### src/hw/rtl/ellp_ram.sv
// single port write, single port read synchronous memory
module ellp_ram
  #(parameter int DEPTH = 64,
    parameter int WIDTH = 8,
    localparam int AW = (DEPTH > 1) ? $clog2(DEPTH) : 1)
  (
  input  logic             clk,
  input  logic             we,
  input  logic [AW-1:0]    waddr,
  input  logic [WIDTH-1:0] wdata,
  input  logic             re,
  input  logic [AW-1:0]    raddr,
  output logic [WIDTH-1:0] rdata
);

  logic [WIDTH-1:0] mem [DEPTH];

  always_ff @(posedge clk) begin
    if (we) begin
      mem[waddr] <= wdata;
    end
  end

  always_ff @(posedge clk) begin
    if (re) begin
      rdata <= mem[raddr];
    end
  end

endmodule

### config.mk
export PLATFORM = sky130hd
export DESIGN_NAME = ellp_ram
export DESIGN_NICKNAME = d
export VERILOG_FILES = /design/src/hw/rtl/ellp_ram.sv
export SDC_FILE = /design/constraint.sdc
export NUM_CORES = 1
export LEC_CHECK = 0
export BUFFER_PORTS_ARGS = -buffer_cell sky130_fd_sc_hd__clkbuf_2
export CORE_MARGIN = 2
export CORE_UTILIZATION = 44
export DETAILED_ROUTE_END_ITERATION = 10
export GPL_TIMING_DRIVEN = 0
export HOLD_SLACK_MARGIN = 0.02
export MAX_ROUTING_LAYER = met4
export SLEW_MARGIN = 10
export SYNTH_ARGS = -nofsm -noshare
export SYNTH_HDL_FRONTEND = slang
export SYNTH_SLANG_ARGS = --single-unit
### constraint.sdc
create_clock -name clk -period 6.1 [get_ports clk]
set_input_delay 0.305 -clock clk [delete_from_list [all_inputs] [get_ports clk]]
set_output_delay 0.305 -clock clk [all_outputs]
set_load 0.1 [all_outputs]
==> results.cfg <==
[clocking]
cts_max_path_buffers = 3
ctsRootBufferMaster = clkbuf_16
postCtsResizedCells = 0
clock_tree.htree_level_count = 2
cts_hold_buffers = 0
post-cts-setup-buffers = 0
tritoncts = built
clock_latency_ns = 0.60
cts.sinks = 520
clock_input_transition_at_the_sequential_cells_of_the_worst_setup_and_hold_paths_ns = 0.06
numCtsBuffers = 52

[min_path]
min-delay-start = wdata[0]
worst_hold_path_type = in2reg
min_path_cells = 1
endpoint_with_the_worst_hold_slack = mem[5][0]$_DFFE_PP_

[layout]
stdcell_count = 1661
finish.net_count = 1040
post-route-util = 0.5029
multi_input_comb_area_mm2 = 0.004320
filler_cell_count_in_the_final_layout = 3612
drive_gt1_frac = 0.2531
flow.area_growth_from_synthesis_pct = 12.72
sequential_cell_area_mm2 = 0.01562

[place]
gp_congestion = 0.9417
dp_cells = 1562
port_buffers = 22
hpwl_um = 30880

[routing]
post_drt_via_cell_ratio = 5.899
wire_per_inst_um = 29.53
initialDrtViolationCount = 1211
antenna_left = 0
drtPass1Iterations = 7
drt_drc_violations_left = 0
wl_um = 49050
vias = 9798

[worst_setup_path]
worst_path_dominant_cell_family = buffers and inverters
worstReg2RegEnd = rdata[7]$_DFFE_PP_
worst_path_max_delay_cell = clkbuf_1
critPathMaxStageDelay_ns = 0.65
crit_path_start_kind = input pin
arr_time_crit_path_ns = 3.08
cp_cell_sequence = buf_2 > buf_4 > clkbuf_1 > buf_2 > mux4_2 > o21ai_0 > nand2_1
crit_type = in2reg
setup.worst_path.end_class = flop
ff_to_ff_setup_slack_ns = 3.78
cp_data_required_time_ns = 6.40
reg2reg_depth = 4
cp.buffers_inverters = 4
worst_path_most_repeated_cell = buf_2
critical_path.max_fanout = 10
rr_startpoint = mem[55][7]$_DFFE_PP_

[global_routing]
total_grt_usage = 0.2179
grt_first_pass_wirelength_um = 70270
grt_start_max_net_pins = 65
via_count_of_the_first_global_routing_pass = 9958
grt_antenna_before_repair = 2
grt-ovfl-total = 0

[logic_synthesis]
ys_async_sr_fraction = 0
yosys_warnings = 0
ys.flop_type = edfxtp_1
synth_sequential_area_ratio = 0.7712
synthesis.area_mm2 = 0.02025
synth.distinct_cells = 39
syn-num-nets = 963
postSynthAreaPerCell_um2 = 21.54
yosys_register_bits = 520
number_of_standard_cells_after_synthesis = 940
synth_enable_flop_cells = 520

[run]
maxCapViolCount = 0

[pwr]
worst_ir_drop_vdd_mv = 0.2012
power.total_mw = 7.552
cell_pwr_density_mw_per_mm2 = 330.9
total_leakage_power_nw = 7.059

[floorplanning]
floorplan.initialDensity = 0.4462
dieArea_mm2 = 0.04775
core_area_mm2 = 0.04538
die_w_um = 218.5
ioPinCount = 31
floorplan.die.height_um = 218.5
total_number_of_placement_rows = 78

[timing]
max_freq_ghz = 0.3600
rsz_0062_raised_after_global_routing = no
final_period_demand_of_the_worst_path_ns = 2.778
tightestPinTransition_ns = 1.239
slew_headroom = 0.1737
report.final.setup_viol = 0
timing_hold_violations_final = 0
finClkSkew_ns = 0.01411
report.final.slew_viol_count = 0
totalNegativeSetupSlack_ns = 0
min_period_over_period = 0.4554
timing.hold.ws_ns = 0.1597

[status]
status = finished, final reports clean
==> power breakdown <==
part / internal, mW / switching, mW / leakage [nW] / total [mW]
logic: 0.140 / 0.291 / 1.55 / 0.431
registers: 3.96 / 0.00617 / 4.69 / 3.97
clock network: 1.82 / 1.33 / 0.820 / 3.15
==> area by class of cell <==
cell class,instances,area share
Antenna cell,2,0.0002193
Tap cell,600,0.03289
Sequential cell,520,0.6842
Clock buffer,60,0.06020
Timing Repair Buffer,23,0.006140
Multi-Input combinational cell,369,0.1893
Clock inverter,36,0.01316
Buffer,51,0.01387
==> metrics by stage <==
stage                     setup WS [ns]  instance area (um2)
after floorplan                   3.989                20250
after global placement            2.830                21110
after detailed placement          2.795                21110
after CTS                         3.433                22790
after global routing              3.280                22820
final                             3.322                22820
==> metal layers <==
| metal | routed length (um) | up-vias | track usage |
|---|---|---|---|
| li1 | - | 4099 | - |
| met3 | 3987 | 88 | 0.05414 |
| met1 | 21070 | 5207 | 0.3041 |
| met4 | 1621 | 0 | 0.07528 |
| met2 | 22360 | 404 | 0.3143 |
| met5 | 0 | - | - |
==> registers in the layout (all words and copies together) (netlist names) <==
| signal | count |
|---|---|
| mem | 512 |
| rdata | 8 |
==> synth_stat cells (all sizes together) (2+ instances only) <==
cell	count	area (um2)
mux4	126	2838
a22oi	3	22.52
nand2	19	71.32
nor4	2	12.51
nor2	83	311.6
edfxtp	520	15610
nand3	13	65.06
mux2i	23	230.2
a211oi	4	30.03
nor3	7	35.03
nand4	2	12.51
mux2	13	146.4
nand3b	3	22.52
a21oi	3	15.01
clkbuf	17	63.81
o41ai	2	17.52
o32ai	2	17.52
a221oi	6	52.55
o22ai	8	50.05
a2111oi	2	17.52
o21a	2	15.01
o2111ai	3	26.28
o2bb2ai	3	26.28
nor2b	14	87.58
nand2b	7	43.79
o221a	2	22.52
o21ai	4	20.02
o221ai	8	70.07
buf	34	252.7
==> cell families (layout without fill, tap and decap cells) <==
group	count (synthesis)	in the layout	synth area share
AND/OR/NAND/NOR	153	153	0.03374
multiplexers	162	162	0.1588
AO/OA/AOI/OAI	54	54	0.02064
flip-flops	520	520	0.7712
other	0	2	0
buffers and inverters	51	170	0.01563
==> cell usage in the layout (no fill, tap or decap), types with 3 or more instances in the layout <==
cell | netlist | final
edfxtp_1 | 520 | 520
mux4_2 | 126 | 126
nor2_1 | 83 | 83
clkbuf_16 | 0 | 54
clkbuf_1 | 17 | 23
mux2i_1 | 23 | 23
nand2_1 | 19 | 19
clkinv_1 | 0 | 17
buf_4 | 13 | 15
buf_2 | 11 | 15
nor2b_1 | 14 | 14
clkbuf_2 | 0 | 14
mux2_2 | 13 | 13
nand3_1 | 13 | 13
clkinv_2 | 0 | 11
o221ai_1 | 8 | 8
o22ai_1 | 8 | 8
nand2b_1 | 7 | 7
nor3_1 | 7 | 6
a221oi_1 | 6 | 6
bufinv_16 | 0 | 5
buf_6 | 4 | 4
buf_1 | 4 | 4
a211oi_1 | 4 | 4
buf_12 | 2 | 3
nand3b_1 | 3 | 3
a21oi_1 | 3 | 3
a22oi_1 | 3 | 3
o2111ai_1 | 3 | 3
o2bb2ai_1 | 3 | 3
==> worst max-delay path by stage <==
stage / startpoint / endpoint / slack [ns] / cells after the start
CTS: raddr[2] / rdata[7]$_DFFE_PP_ / 3.43 / 7
global route: raddr[1] / rdata[4]$_DFFE_PP_ / 3.28 / 8
detailed placement: raddr[2] / rdata[7]$_DFFE_PP_ / 2.80 / 7
floorplan: raddr[1] / rdata[3]$_DFFE_PP_ / 3.99 / 7
global placement: raddr[2] / rdata[7]$_DFFE_PP_ / 2.83 / 7
finish: raddr[2] / rdata[7]$_DFFE_PP_ / 3.32 / 7
Power figures use the tool's default switching activity.
