### src/hw/rtl/ellp_pkg.sv
// shared types and constants of the dense to ellpack packer
package ellp_pkg;

  localparam int VALUE_W   = 32;
  localparam int COL_W     = 6;
  localparam int WIDTH_W   = 7;
  localparam int CFG_W     = 7;
  localparam int CFG_IDX_W = 2;
  localparam int SLOT_W    = VALUE_W + COL_W;

  localparam logic [CFG_IDX_W-1:0] CFG_ROW_COUNT    = 2'd0;
  localparam logic [CFG_IDX_W-1:0] CFG_COLUMN_COUNT = 2'd1;

  typedef enum logic [1:0] {
    OP_START = 2'd0,
    OP_LOAD  = 2'd1,
    OP_FETCH = 2'd2
  } op_t;

  typedef struct packed {
    logic               valid;
    logic               refused;
    logic               row_last;
    logic               last;
    logic [WIDTH_W-1:0] width;
  } fetch_tag_t;

endpackage

### src/hw/rtl/ellp_ctrl.sv
// load and fetch cursors, configuration registers and memory access issue
module ellp_ctrl import ellp_pkg::*;
  #(parameter int MAX_ROWS = 64,
    parameter int MAX_COLS = 64,
    localparam int RCW = $clog2(MAX_ROWS + 1),
    localparam int CCW = $clog2(MAX_COLS + 1),
    localparam int RW  = (MAX_ROWS > 1) ? $clog2(MAX_ROWS) : 1,
    localparam int CW  = (MAX_COLS > 1) ? $clog2(MAX_COLS) : 1,
    localparam int AW  = (MAX_ROWS * MAX_COLS > 1) ? $clog2(MAX_ROWS * MAX_COLS) : 1)
  (
  input  logic                 clk,
  input  logic                 rst,
  input  logic                 accept,
  input  logic [1:0]           op,
  input  logic [VALUE_W-1:0]   value,
  input  logic                 cfg_write,
  input  logic [CFG_IDX_W-1:0] cfg_index,
  input  logic [CFG_W-1:0]     cfg_data,
  output logic                 pk_we,
  output logic [AW-1:0]        pk_waddr,
  output logic [SLOT_W-1:0]    pk_wdata,
  output logic                 pk_re,
  output logic [AW-1:0]        pk_raddr,
  output logic                 nz_we,
  output logic [RW-1:0]        nz_waddr,
  output logic [CCW-1:0]       nz_wdata,
  output logic                 nz_re,
  output logic [RW-1:0]        nz_raddr,
  output fetch_tag_t           tag,
  output logic [CCW-1:0]       tag_slot
);

  logic [CFG_W-1:0] row_count;
  logic [CFG_W-1:0] column_count;
  logic [CCW-1:0]   max_nz, max_nz_next;
  logic [CCW-1:0]   running_nz, running_nz_next;
  logic [CCW-1:0]   load_col, load_col_next;
  logic [RCW-1:0]   load_row, load_row_next;
  logic [CCW-1:0]   fetch_slot, fetch_slot_next;
  logic [RCW-1:0]   fetch_row, fetch_row_next;
  fetch_tag_t       tag_next;
  logic [CCW-1:0]   tag_slot_next;

  logic [RCW-1:0]   rows_eff;
  logic [CCW-1:0]   cols_eff;
  logic             load_active;
  logic             nonzero;
  logic [CCW-1:0]   row_total;
  logic [CCW-1:0]   col_inc;
  logic             refused;
  logic             slot_end;
  logic             row_final;

  always_ff @(posedge clk) begin
    if (rst) begin
      row_count    <= CFG_W'(1);
      column_count <= CFG_W'(1);
    end else if (cfg_write) begin
      case (cfg_index)
        CFG_ROW_COUNT:    row_count <= cfg_data;
        CFG_COLUMN_COUNT: column_count <= cfg_data;
        default: ;
      endcase
    end
  end

  always_ff @(posedge clk) begin
    if (rst) begin
      max_nz     <= '0;
      running_nz <= '0;
      load_col   <= '0;
      load_row   <= '0;
      fetch_slot <= '0;
      fetch_row  <= '0;
      tag        <= '0;
    end else begin
      max_nz     <= max_nz_next;
      running_nz <= running_nz_next;
      load_col   <= load_col_next;
      load_row   <= load_row_next;
      fetch_slot <= fetch_slot_next;
      fetch_row  <= fetch_row_next;
      tag        <= tag_next;
    end
  end

  always_ff @(posedge clk) begin
    tag_slot <= tag_slot_next;
  end

  always_comb begin
    if (row_count == '0) begin
      rows_eff = RCW'(1);
    end else if (32'(row_count) > MAX_ROWS) begin
      rows_eff = RCW'(MAX_ROWS);
    end else begin
      rows_eff = RCW'(row_count);
    end
    if (column_count == '0) begin
      cols_eff = CCW'(1);
    end else if (32'(column_count) > MAX_COLS) begin
      cols_eff = CCW'(MAX_COLS);
    end else begin
      cols_eff = CCW'(column_count);
    end

    load_active = load_row < rows_eff;
    nonzero     = value[VALUE_W-2:0] != '0;
    row_total   = nonzero ? running_nz + CCW'(1) : running_nz;
    col_inc     = load_col + CCW'(1);
    refused     = load_active || (fetch_row >= rows_eff) || (max_nz == '0);
    slot_end    = (fetch_slot + CCW'(1)) >= max_nz;
    row_final   = (fetch_row + RCW'(1)) >= rows_eff;

    pk_waddr = AW'(load_row[RW-1:0]) * AW'(MAX_COLS) + AW'(running_nz[CW-1:0]);
    pk_wdata = {value, COL_W'(load_col)};
    pk_raddr = AW'(fetch_row[RW-1:0]) * AW'(MAX_COLS) + AW'(fetch_slot[CW-1:0]);
    nz_waddr = load_row[RW-1:0];
    nz_wdata = row_total;
    nz_raddr = fetch_row[RW-1:0];

    pk_we = 1'b0;
    pk_re = 1'b0;
    nz_we = 1'b0;
    nz_re = 1'b0;

    max_nz_next     = max_nz;
    running_nz_next = running_nz;
    load_col_next   = load_col;
    load_row_next   = load_row;
    fetch_slot_next = fetch_slot;
    fetch_row_next  = fetch_row;
    tag_next        = '0;
    tag_slot_next   = fetch_slot;

    if (accept) begin
      case (op_t'(op))
        OP_START: begin
          max_nz_next     = '0;
          running_nz_next = '0;
          load_col_next   = '0;
          load_row_next   = '0;
          fetch_slot_next = '0;
          fetch_row_next  = '0;
        end
        OP_LOAD: begin
          if (load_active) begin
            pk_we           = nonzero;
            running_nz_next = row_total;
            load_col_next   = col_inc;
            if (col_inc >= cols_eff) begin
              nz_we           = 1'b1;
              running_nz_next = '0;
              load_col_next   = '0;
              load_row_next   = load_row + RCW'(1);
              if (row_total > max_nz) begin
                max_nz_next = row_total;
              end
            end
          end
        end
        OP_FETCH: begin
          tag_next.valid = 1'b1;
          if (refused) begin
            tag_next.refused = 1'b1;
          end else begin
            pk_re             = 1'b1;
            nz_re             = 1'b1;
            tag_next.width    = WIDTH_W'(max_nz);
            tag_next.row_last = slot_end;
            tag_next.last     = slot_end && row_final;
            if (slot_end) begin
              fetch_slot_next = '0;
              fetch_row_next  = fetch_row + RCW'(1);
            end else begin
              fetch_slot_next = fetch_slot + CCW'(1);
            end
          end
        end
        default: ;
      endcase
    end
  end

endmodule

### config.mk
export PLATFORM = sky130hd
export DESIGN_NAME = ellp_ctrl
export DESIGN_NICKNAME = d
export VERILOG_FILES = /design/src/hw/rtl/ellp_pkg.sv /design/src/hw/rtl/ellp_ctrl.sv
export SDC_FILE = /design/constraint.sdc
export NUM_CORES = 1
export LEC_CHECK = 0
export ABC_AREA = 0
export BUFFER_PORTS_ARGS = -buffer_cell sky130_fd_sc_hd__buf_4
export CAP_MARGIN = 20
export CORE_MARGIN = 3
export CORE_UTILIZATION = 24
export DETAILED_ROUTE_END_ITERATION = 8
export PLACE_DENSITY = 0.54
export SLEW_MARGIN = 25
export SYNTH_ARGS = -nofsm -noshare
export SYNTH_HDL_FRONTEND = slang
export SYNTH_SLANG_ARGS = --single-unit
### constraint.sdc
create_clock -name clk -period 2.7 [get_ports clk]
set_input_delay 0.54 -clock clk [delete_from_list [all_inputs] [get_ports clk]]
set_output_delay 0.54 -clock clk [all_outputs]
set_load 0.02 [all_outputs]
==> parameters.txt <==
Parameter                              Value

Outcome
  Outcome    finished, violations left
  Violations in the final reports    setup timing

Layout
  Number of diodes    0
  Share of final-layout standard cells stronger than drive strength 1    45.4%
  Net total in the final layout    809
  Area added between synthesis and finish    44.5%
  Fin cells    between 900 and 1000
  Post-layout instance area    roughly 7100 um^2

Routing
  Vias per std cell    between 4 and 5
  DRC violations left    0
  Detailed Routing Iterations Pass 1    4
  Via total after detailed routing    roughly 4400
  Average routed wire per standard cell    14.4 um
  Routed WL    14200 um
  Number of DRC violations after detailed-routing iteration 0    138
  Routed Antenna Nets    0

Clocking
  Max H-tree Level    3
  Hold buffer count at CTS    0
  Num CTS Buffers    9
  Buffer depth of the longest clock path    2
  Clock root buffer    sky130_fd_sc_hd__clkbuf_16
  Clock sink count    74
  Clock transition at path regs    0.06 ns
  Clk Latency, worst-skew pair    around 0.35 ns
  CTS tree    built

Die
  Die width    between 100 and 150 um
  Number of placed I/O pins    150
  Total core area    19700 um^2
  Full die area    22100 um^2
  Row Count    51
  Height of the die    149 um
  Initial Util    24.8%

Placed design
  Post-DP Area    roughly 6300 um^2
  Placed Instances    955
  Global placement routability congestion    around 0.81
  Port-buffer cells    147
  HPWL after DPL    10900 um

Critical path
  Crit path launch type    flop
  Setup CP Type    flop to output pin
  Critical-path maximum fanout    3
  Number of cells on the worst reg-to-reg path    12
  Element type at the critical path end    output pin
  Data arrival, critical path    2.51 ns
  Data required time at the worst endpoint    2.16 ns

Global routing
  Global-route wire length before repair    21500 um
  Number of antenna violations at the first check in global routing    0
  Pin count of the biggest net entering global routing    41
  Via count of the first global-routing pass    ~4200
  GRT Util Overall    12.4%
  Aggregate global routing overflow    0

STA
  Measured slew at the worst slew-check pin    about 0.69 ns
  Max-slew violation count    0
  Min cycle time layout    3.05 ns
  Maximum operating frequency    328 MHz
  Final clock skew    0.00745 ns
  Portion of the clock cycle consumed by the worst path in the final layout    113%
  Worst slack on hold paths    0.395 ns
  Worst path setup slack after routing    -0.351 ns
  Finish-stage setup viols    13
  Slew HR    53.5%
  Unrepaired setup endpoints after global routing    yes
  Hold Vio Cnt, Final    0

Synthesis
  Number of unique standard cell types used by synthesis    67
  Count of flip-flops with a built-in enable after synthesis    0
  Proportion of synthesized chip area in sequential cells    approximately 30%
  Cells after synthesis    565
  Warning count from the yosys run    0
  Top_reg_cell synth    sky130_fd_sc_hd__dfxtp_1
  Syn_nets    658
  Avg Synthesized Cell Area    8.65 um^2
  Async SR Flop Fraction    0%
  Total standard cell area after synthesis    4890 um^2
  Flop and latch count out of synthesis    74

Min path
  Worst min-delay path class    flop to flop
  Number of cells traversed by the worst hold path    0

Job
  Maximum Capacitance Violations    0

Power and ir drop
  Pwr/cell area    387 nW/um^2
  Static power due to leakage    just over 3 nW
  Largest voltage drop on the vdd net    0.331 mV
-- cell usage in the layout, fill, tap and decap left out, types with 12 or more instances in the layout --
| cell type | count |
|---|---|
| sky130_fd_sc_hd__ha_1 | 44 |
| sky130_fd_sc_hd__nand3_1 | 20 |
| sky130_fd_sc_hd__inv_1 | 19 |
| sky130_fd_sc_hd__nand2_1 | 48 |
| sky130_fd_sc_hd__mux2i_1 | 16 |
| sky130_fd_sc_hd__nor2_1 | 36 |
| sky130_fd_sc_hd__a21oi_1 | 18 |
| sky130_fd_sc_hd__dfxtp_1 | 68 |
| sky130_fd_sc_hd__buf_4 | 216 |
| sky130_fd_sc_hd__buf_6 | 12 |
-- sequential cells by signal, indices dropped and copies added (netlist names) --
signal / flops
fetch_slot: 7
fetch_row: 7
load_row: 7
running_nz: 7
load_col: 7
max_nz: 7
tag_slot: 7
column_count: 7
tag: 11
row_count: 7
-- cells by family (layout without fill, tap and decap cells) --
family                   count (synthesis)  count (layout)  share of synthesized area [%]
XOR/XNOR                                20              20                           3.59
multiplexers                            17              17                           3.48
AND/OR/NAND/NOR                        189             189                           19.9
flip-flops                              74              74                           30.3
adder cells (fa/ha/maj)                 46              46                           11.8
AO/OA/AOI/OAI                          108             108                           16.2
buffers and inverters                  111             267                           14.7
-- timing repair --
action	CTS	global route
setup endpoints to repair	18	52
cloned	1	0
buffers inserted	9	6
pin swaps	17	33
resized for setup	21	61
-- final timing paths --
kind	start	to	slack (ns)
hold reg to reg	fetch_slot[6]	tag_slot[6]	0.40
setup / recovery	load_col[0]	nz_we	-0.35
setup reg to reg	load_col[0]	load_col[2]	-0.09
hold / removal	fetch_slot[6]	tag_slot[6]	0.40
-- per-stage QoR --
step	setup TNS, ns	utilization, %	total power [W]	setup slack, ns
3_3_place_gp	-2.89	32.0	0.00154	-0.394
3_5_place_dp	-2.86	32.0	0.00154	-0.393
2_1_floorplan	-1.29	-	0.00140	-0.195
6_report	-1.13	35.8	0.00273	-0.351
5_1_grt	-4.39	35.8	0.00285	-0.457
4_1_cts	-2.20	34.3	0.00273	-0.408
-- cell type report --
| class | instances | area [um^2] |
|---|---|---|
| Multi-Input combinational cell | 380 | 3100 |
| Fill cell | 2018 | 12700 |
| Clock buffer | 12 | 246 |
| Clock inverter | 4 | 27.5 |
| Inverter | 22 | 82.6 |
| Tap cell | 265 | 332 |
| Sequential cell | 74 | 1500 |
| Timing Repair Buffer | 229 | 1780 |
-- Yosys cell counts (all sizes together) (8+ instances only) --
cell type,n,area share (%)
nor3,13,1.5
o21ai,18,1.8
clkbuf,8,0.64
mux2i,17,3.5
nand3,26,2.8
dfxtp,74,30
xnor2,12,2.2
ha,46,12
a21oi,28,3.0
nand2b,14,1.9
nor4,11,1.7
nor2,42,3.2
nand2,50,3.8
inv,22,1.7
xor2,8,1.4
buf,81,12
-- report_power, final --
group	leakage [nW]	switching [W]	internal, W
Combinational	2.37	0.000245	0.000227
Clock	0.125	0.000500	0.000647
Sequential	0.601	0.0000108	0.00110
-- metal layers --
layer  up-vias  GRT usage [%]  wire length (um)  share of wire (%)
li1       2229              -                 -                  -
met5         -              0                 0                  0
met4         0           4.16               221                1.6
met2       122           19.3              6570                 46
met3        17           3.38               885                6.2
met1      2046           16.6              6560                 46
-- worst max-delay path: stages, from the launching register on --
cell,delay [ns]
sky130_fd_sc_hd__dfxtp_4,0.37
sky130_fd_sc_hd__ha_4,0.15
sky130_fd_sc_hd__nand3_4,0.08
sky130_fd_sc_hd__nor2_4,0.11
sky130_fd_sc_hd__xor2_2,0.16
sky130_fd_sc_hd__ha_1,0.26
sky130_fd_sc_hd__buf_4,0.13
sky130_fd_sc_hd__a221o_1,0.37
sky130_fd_sc_hd__a31o_4,0.23
sky130_fd_sc_hd__nor3b_4,0.16
sky130_fd_sc_hd__buf_6,0.14
(Power assumes the default switching activity.)
